$ cat config.mk
export PLATFORM = sky130hd
export DESIGN_NAME = tgah_ctrl
export DESIGN_NICKNAME = d
export VERILOG_FILES = /design/src/sv/tgah_pkg.sv /design/src/sv/tgah_ctrl.sv
export SDC_FILE = /design/constraint.sdc
export NUM_CORES = 1
export LEC_CHECK = 0
export BUFFER_PORTS_ARGS = -buffer_cell sky130_fd_sc_hd__buf_2
export CORE_AREA = 2 2 39 41
export DETAILED_ROUTE_END_ITERATION = 8
export DIE_AREA = 0 0 41 43
export GPL_ROUTABILITY_DRIVEN = 0
export PLACE_DENSITY_LB_ADDON = 0.05
export SLEW_MARGIN = 20
export SYNTH_ARGS = -nofsm -noshare
export SYNTH_HDL_FRONTEND = slang
export SYNTH_SLANG_ARGS = --single-unit
$ cat constraint.sdc
create_clock -name clk -period 1.29 [get_ports clk]
set_input_delay 0.129 -clock clk [delete_from_list [all_inputs] [get_ports clk]]
set_output_delay 0.129 -clock clk [all_outputs]
set_load 0.05 [all_outputs]
$ cat src/sv/tgah_pkg.sv
// tgah_pkg: shared types and constants for the tile grid average hash block.
// No dependencies; compiled first.
`default_nettype none

package tgah_pkg;

  localparam int GRID        = 8;
  localparam int GRID_W      = 3;
  localparam int SAMPLES     = GRID * GRID;
  localparam int STORE_DEPTH = GRID * GRID * GRID;
  localparam int STORE_AW    = 3 * GRID_W;
  localparam int GRAY_W      = 8;
  localparam int SCALE_SH    = 6;
  localparam int SUM_W       = GRAY_W + SCALE_SH;
  localparam int CSUM_W      = 10;
  localparam int DIV3_W      = 10;
  localparam int DIV3_MUL    = 683;
  localparam int DIV3_SHIFT  = 11;
  localparam int MIN_DIM     = 64;
  localparam int HASH_W      = 64;
  localparam int TILE_IDX_W  = 6;
  localparam int SWEEP_W     = 7;
  localparam int CFG_IDX_W   = 2;
  localparam int CFG_DATA_W  = 13;
  localparam int BYTE_W      = 8;
  localparam int BPP_W       = 3;
  localparam int BPP_MAX     = 4;

  localparam logic [CFG_IDX_W-1:0] REG_IMAGE_WIDTH     = 2'd0;
  localparam logic [CFG_IDX_W-1:0] REG_IMAGE_HEIGHT    = 2'd1;
  localparam logic [CFG_IDX_W-1:0] REG_BYTES_PER_PIXEL = 2'd2;

  typedef struct packed {
    logic accept;
    logic sweep_run;
    logic out_load;
  } tgah_cmd_t;

  typedef struct packed {
    logic tile_done;
    logic sweep_last;
    logic out_free;
  } tgah_status_t;

endpackage

`default_nettype wire

$ cat src/sv/tgah_ctrl.sv
// tgah_ctrl: sequencer for byte intake, hash sweep and result load.
// Depends on tgah_pkg.
`default_nettype none

module tgah_ctrl import tgah_pkg::*; (
  input  wire logic   clk,
  input  wire logic   rst,
  input  wire logic   in_valid,
  output logic        in_ready,
  input  tgah_status_t status,
  output tgah_cmd_t    cmd
);

  localparam logic [1:0] ST_RUN   = 2'd0;
  localparam logic [1:0] ST_SWEEP = 2'd1;
  localparam logic [1:0] ST_LOAD  = 2'd2;

  logic [1:0] state;
  logic [1:0] state_next;

  always_comb begin
    in_ready      = (state == ST_RUN);
    cmd.accept    = in_valid && (state == ST_RUN);
    cmd.sweep_run = (state == ST_SWEEP);
    cmd.out_load  = (state == ST_LOAD) && status.out_free;
  end

  always_comb begin
    state_next = state;
    case (state)
      ST_RUN: begin
        if (cmd.accept && status.tile_done) state_next = ST_SWEEP;
      end
      ST_SWEEP: begin
        if (status.sweep_last) state_next = ST_LOAD;
      end
      ST_LOAD: begin
        if (status.out_free) state_next = ST_RUN;
      end
      default: state_next = ST_RUN;
    endcase
  end

  always_ff @(posedge clk) begin
    if (rst) begin
      state <= ST_RUN;
    end else begin
      state <= state_next;
    end
  end

endmodule

`default_nettype wire

# Word-level counts from Yosys, hierarchy flattened
# Index checks and enable logic that the tools add are counted.
word_totals:
  ff_bits: 2
  output_inout_bits: 4
classes:
  eq_ne: 5
  muxes: 4
  reduce_logical: 5
op_table:
  columns: ["operator", "count"]
  rows:
  - ["$mux W2", 3]
  - ["$pmux W2 S3", 1]
  - ["$ne A2 B2 Y1 const B", 2]
  - ["$logic_and A1 B1 Y1", 3]
  - ["$reduce_and A3 Y1", 1]
  - ["$eq A2 B1 Y1 const B", 1]
  - ["$eq A2 B2 Y1 const B", 1]
  - ["$logic_not A2 Y1", 1]
  - ["$ne A2 B1 Y1 const B", 1]

# Logic depth before layout (Yosys ltp)
# Gate-level depths: netlist of the first run.
depth:
  depth_word: 5
  ltp_mapped: 2
  depth_no_buf: 2

# Worst setup path after synthesis of the first run
# No wires, ideal clock.
synth_path:
  kind: "register to output"
  startpoint: "register state[0]"
  endpoint: "output port cmd[2] in the netlist's numbering"
  t_arrival_ns: 1.558
  path_slack_ns: -0.397
  path_stages_with_launch: 3
  path_buffers: 0
  path_cell_list: "dfxtp_1 > nor2_1 > and2_1"
synth_rtl:
  columns: ["element", "line", "text"]
  rows:
  - ["start: declaration", "tgah_ctrl.sv:18", "logic [1:0] state;"]
  - ["start signal: assignment", "tgah_ctrl.sv:48", "state <= state_next;"]
  - ["end: declaration", "tgah_ctrl.sv:11", "output tgah_cmd_t cmd"]

==> metrics.md, run 1 <==
| Metric | Value |
|---|---|
| First-pass GRT wire length | 572 um |
| Cell Area, Placed | 186 um^2 |
| Clk buf depth | 2 |
| Top flop regs | state: 2 flops |
| Crit-path max FO | 6 |
| Via count | 127 |
| Post-DRT Antenna Nets | 0 |
| Syn_area_per_cell | 8.66 um^2 |
| GRT Residual Overflow | 0 |
| H-tree levels | 1 |
| Antenna cells | 0 |
| Number of synthesized register bits | 2 |
| Register Area | 41.3 um^2 |
| Die area | 0.00176 mm^2 |
| Aggregate negative setup slack | 0 ns |
| Power per cell area | 1250 mW/mm^2 |
| Fmax | 802 MHz |
| Top_reg_cell synth | dfxtp_1 |
| Total power | 266 uW |
| Top Ports | 10 |
| Worst skew pair latency | 0.22 ns |
| Post-synth top area share | 0.356 |
| WL/cell | 8.56 um |
| Hold depth | 2 |
| Post-synth top cells | dfxtp_1 (2), nand3b_1 (2), nor2_1 (2) |
| Final worst path period need | 1.25 ns |
| Sink Count | 2 |
| CTS Root Cell | clkbuf_4 |
| Final count of hold timing violations | 0 |
| CTS buffer count | 3 |
| Setup Viol. Count Final | 0 |
| Hold Path Sink | state[1] |
| Sequential share of the synthesized area | 0.356 |
| Post-synth EDFFs | 0 |
| Slew HR | 0.833 |
| Share of layout cells above drive strength 1 | 0.680 |
| DIE WIDTH | 41 um |
| Multi-input gate area | 81.3 um^2 |
| CTS Hold Buffers Added | 0 |
| Total track usage | 0.0550 |
| Largest register FFs | 2 |
| Simple-Gate Fraction of Synth Area | 0.500 |
| Largest net degree at the start of global routing | 8 |
| TritonRoute pass-1 iters | 1 |
| Mux cell area share after synthesis | 0 |
| Worst slew pin tran | 0.250 ns |
| Largest Register | state |
| Row cnt | 14 |
| Initial antenna violation count | 0 |
| Max cap viols | 0 |
| Cell Area, Synth | 113 um^2 |
| Hold/Removal Path Class | input pin to flip-flop |
| Worst slack at placement | 0.241 ns |
| Finished Layout Cells | 41 |
| Final core utilization | 0.154 |
| XOR/XNOR Fraction of Synth Area | 0 |
| DRC | 0 |
| Area growth, synth to finish | 88.9% |
| Clock transition at path regs | 0.03 ns |
| Crit Path Category | flip-flop to output pin |
| Clk_skew | 0.00228 ns |
| Cells after Synth | 13 |
| Slew Limit Fails | 0 |
| CTS tree | built |
| Ys Warns | 0 |
| Routed WL | 351 um |
| Main area contributors after synthesis | dfxtp_1 (36%), nand3b_1 (13%), a21oi_2 (7.8%) |
| Core area | 0.00138 mm^2 |
| Startpoint types | flip-flop |
| Drt first-iter violations | 0 |
| Placed Instances | 38 |
| Starting density of the core | 0.0814 |
| Layout net count | 33 |
| Post-route cell area | 213 um^2 |
| Syn_nets | 19 |
| FF-to-FF setup slack | 0.27 ns |
| Final hold slack | 0.0785 ns |
| Fill cells | 164 |
| Worst Slack Setup Final | 0.0431 ns |
| RSZ-0062 raised after global routing | false |
| Arr. time, crit path | 1.12 ns |
| Largest family of logic cells by synthesized area | simple AND/OR/NAND/NOR gates |
| Distinct cell type count after synthesis | 10 |
| Compound-cell area share of the yosys netlist | 0.144 |
| Final Cycle Share | 0.967 |
| Adder-cell area share of the yosys netlist | 0 |
| Reg2reg end | state[1] |
| CP endpoint kind | output pin |
| Worst R2R Start | state[1] |
| Maximum VDD drop | 201 uV |
| Outcome | complete, no violations |
| Reg2Reg Depth | 2 |
| Number of buffers added on ports | 9 |
| Die Y | 43 um |
| Ys async rst share | 0 |
| Via density | 3.10 |
| CP Data Required Time | 1.16 ns |
| Min-Delay Startpoint | rst |
| Number of global-route vias before repair | 144 |
| Leak Pwr | 0.0911 nW |
| Largest area contributor in the netlist | dfxtp_1 |
-- logic make-up (layout without fill, tap and decap cells) --
family	count (synthesis)	after routing
AND/OR/NAND/NOR	9	9
AO/OA/AOI/OAI	2	2
flip-flops	2	2
buffers and inverters	0	12
-- layout by cell type (no fill, tap or decap) --
master	netlist	layout
buf_2	0	8
clkbuf_4	0	4
nand3b_1	2	2
nor2_4	0	1
and2b_2	1	1
and2_2	0	1
nand2_1	1	1
nor2_1	2	1
or3b_1	1	1
a21oi_2	1	1
nand2b_1	1	1
a211oi_1	1	1
dfxtp_2	0	1
dfxtp_1	2	1
-- final cells by class --
type,count,share of cell area
multi-input cells,11,0.382
repair buffers,9,0.224
clock buffers,3,0.106
well taps,16,0.0941
flip-flops and latches,2,0.194
-- worst max-delay path, stage by stage, from the launching register on --
cell	delay [ns]
dfxtp_1	0.45
and2b_2	0.24
buf_2	0.20
-- power by group --
part,leakage (nW),internal [mW],total [mW],switching (mW)
combinational,0.0606,0.0197,0.0560,0.0362
clock,0.0138,0.103,0.139,0.0359
sequential,0.0167,0.0655,0.0714,0.00588
-- metal layers --
| metal | global-route usage | part of all wire |
|---|---|---|
| met3 | 0.0314 | 0.051 |
| met2 | 0.0563 | 0.53 |
| met1 | 0.0603 | 0.42 |
| met4 | 0.0800 | 0 |
| met5 | 0 | 0 |
-- worst max-delay path by stage --
stage	from	end	slack (ns)	depth (start not counted)
global route	state[1]	cmd[1]	0.002	2
floorplan	state[1]	cmd[0]	0.05	2
global placement	state[0]	cmd[2]	0.24	3
detailed placement	state[0]	cmd[2]	0.24	3
CTS	state[0]	cmd[2]	0.0004	3
finish	state[1]	cmd[1]	0.04	2
-- timing repair --
| item | CTS | global route |
|---|---|---|
| endpoints found under the setup margin | 0 | 3 |
| gates resized for setup | 0 | 2 |
| setup buffers | 0 | 0 |
Note: power is estimated with default switching activity, not from simulation.
==> run 2, diff against run 1 <==
clock period = 1.24 ns   (was 1.29 ns; I/O delays follow)
==> run 2 against run 1 <==
- global-route usage increased by 0.40 points
- combinational power up 5.9%
- register-to-register slack hardly changed
- cell area increased by 0.59%
- power grew 4.6%
- wire length up 2.0%
- via count up 3.1%
- flip-flop and latch count is the same
- clock-buffer cell count did not move
- sequential share of layout area rose by 0.47 points
- cell count stayed put
- non-clock buffer count did not move
- critical endpoint is now cmd[2]
==> metrics.md, run 2 (same netlist as run 1, synthesis figures left out) <==
| Metric | Value |
|---|---|
| Outcome | complete, no violations |
| Row cnt | 14 |
| Routed WL | 358 um |
| Max cap viols | 0 |
| H-tree levels | 1 |
| Top flop regs | state: 2 flops |
| DRC | 0 |
| Final worst path period need | 1.17 ns |
| Sequential share of power | 0.268 |
| Die area | 0.00176 mm^2 |
| CP Data Required Time | 1.12 ns |
| Sw frac | 0.292 |
| CP endpoint kind | output pin |
| Slew Limit Fails | 0 |
| Top Ports | 10 |
| Worst Slack Setup Final | 0.0662 ns |
| Fmax | 852 MHz |
| CTS Hold Buffers Added | 0 |
| Worst R2R Start | state[1] |
| Cell Chain, Critical Path | nor2_4 -> and2_2 -> clkbuf_4 |
| CP max-delay cell | dfxtp_2 |
| CP bufs+invs | 1 |
| GRT Residual Overflow | 0 |
| Largest net degree at the start of global routing | 8 |
| Startpoint types | flip-flop |
| Reg2reg end | state[1] |
| Largest register FFs | 2 |
| First-pass GRT wire length | 586 um |
| Clock transition at path regs | 0.03 ns |
| Total track usage | 0.0590 |
| Total power | 278 uW |
| Number of buffers added on ports | 9 |
| Delay-heaviest family, CP | flip-flops |
| P_sw | 81.3 uW |
| Share of layout cells above drive strength 1 | 0.720 |
| Worst skew pair latency | 0.22 ns |
| Starting density of the core | 0.0814 |
| Number of global-route vias before repair | 165 |
| WL/cell | 8.73 um |
| Hold Path Sink | state[1] |
| Area growth, synth to finish | 90.0% |
| Arr. time, crit path | 1.05 ns |
| Via count | 131 |
| CTS tree | built |
| Maximum VDD drop | 183 uV |
| FF-to-FF setup slack | 0.28 ns |
| DIE WIDTH | 41 um |
| Critical Path Max Stage Delay | 0.39 ns |
| Min-Delay Startpoint | rst |
| Power per cell area | 1300 mW/mm^2 |
| Final core utilization | 0.155 |
| Sink Count | 2 |
| Worst slew pin tran | 0.249 ns |
| Fill cells | 164 |
| Layout net count | 33 |
| Crit-path max FO | 7 |
| Detailed Place HPWL | 261 um |
| Crit Path Category | flip-flop to output pin |
| Drt first-iter violations | 1 |
| CTS buffer count | 3 |
| Clk_skew | 0.000775 ns |
| Aggregate negative setup slack | 0 ns |
| TritonRoute pass-1 iters | 2 |
| Worst slack at placement | 0.197 ns |
| Slew HR | 0.835 |
| Register Area | 42.5 um^2 |
| RSZ-0062 raised after global routing | false |
| Setup Viol. Count Final | 0 |
| Clk buf depth | 2 |
| Most frequent cells in the layout | buf_2 (8), clkbuf_4 (4), nand3b_1 (2), dfxtp_2 (2) |
| Post-DRT Antenna Nets | 0 |
| Die Y | 43 um |
| Leak Pwr | 0.0927 nW |
| Via density | 3.20 |
| Clock power frac | 0.519 |
| Hold/Removal Path Class | input pin to flip-flop |
| Largest Register | state |
| Core area | 0.00138 mm^2 |
| Pint | 197 uW |
| CTS Root Cell | clkbuf_4 |
| Initial antenna violation count | 0 |
| Post-CTS Setup Bufs | 0 |
| Hold depth | 2 |
| Reg2Reg Depth | 2 |
| Comb pwr share | 0.213 |
| Final count of hold timing violations | 0 |
| Commonest non-fill, non-tap cell in the layout | buf_2 |
| Multi-input gate area | 81.3 um^2 |
| Final Cycle Share | 0.947 |
| Antenna cells | 0 |
## run 2: stage by stage
| step | hold slack, ns | instances | cell area (um^2) |
|---|---|---|---|
| after floorplan | 0.186 | 13 | 121 |
| after global placement | 0.307 | 38 | 186 |
| after detailed placement | 0.311 | 38 | 186 |
| after CTS | 0.0623 | 41 | 211 |
| after global routing | 0.0724 | 41 | 214 |
| final | 0.0741 | 41 | 214 |
## run 2: repair_timing
item	in CTS	in global routing
setup endpoints to repair	3	1
resized for setup	2	1
cloned	0	0
## run 2: layout make-up
cell class | instances | area share
timing repair buffer | 9 | 0.222
clock buffer | 3 | 0.105
multi-input combinational | 11 | 0.380
tap | 16 | 0.0936
sequential | 2 | 0.199
## run 2: worst register-to-register path: cells and delay by family (launching register included)
family           cells  cell delay (ns)
AND/OR/NAND/NOR      1             0.38
flip-flops           1             0.39
AO/OA/AOI/OAI        1             0.12
## run 2: metal layers
metal  share of wire  vias to the layer above  global-route usage
met4           0.053                        0               0.120
li1                -                       69                   -
met2            0.49                        6              0.0656
met5               0                        -                   0
met1            0.40                       54              0.0540
met3           0.053                        2              0.0157
## run 2: worst max path at each step
stage	cells past startpoint	endpoint	slack [ns]	from
2_1_floorplan	2	cmd[0]	0.004	state[1]
3_3_place_gp	3	cmd[2]	0.20	state[0]
3_5_place_dp	3	cmd[2]	0.20	state[0]
4_1_cts	3	cmd[2]	0.03	state[0]
5_1_grt	3	cmd[2]	0.008	state[0]
6_report	3	cmd[2]	0.07	state[0]
## run 2: power groups by stage
| stage | combinational (mW) | clock [mW] | sequential (mW) |
|---|---|---|---|
| floorplan | 0.0416 | 0 | 0.0730 |
| finish | 0.0593 | 0.144 | 0.0744 |
| CTS | 0.0588 | 0.157 | 0.0745 |
| global route | 0.0630 | 0.162 | 0.0751 |
| detailed placement | 0.0587 | 0 | 0.0748 |
| global placement | 0.0586 | 0 | 0.0750 |
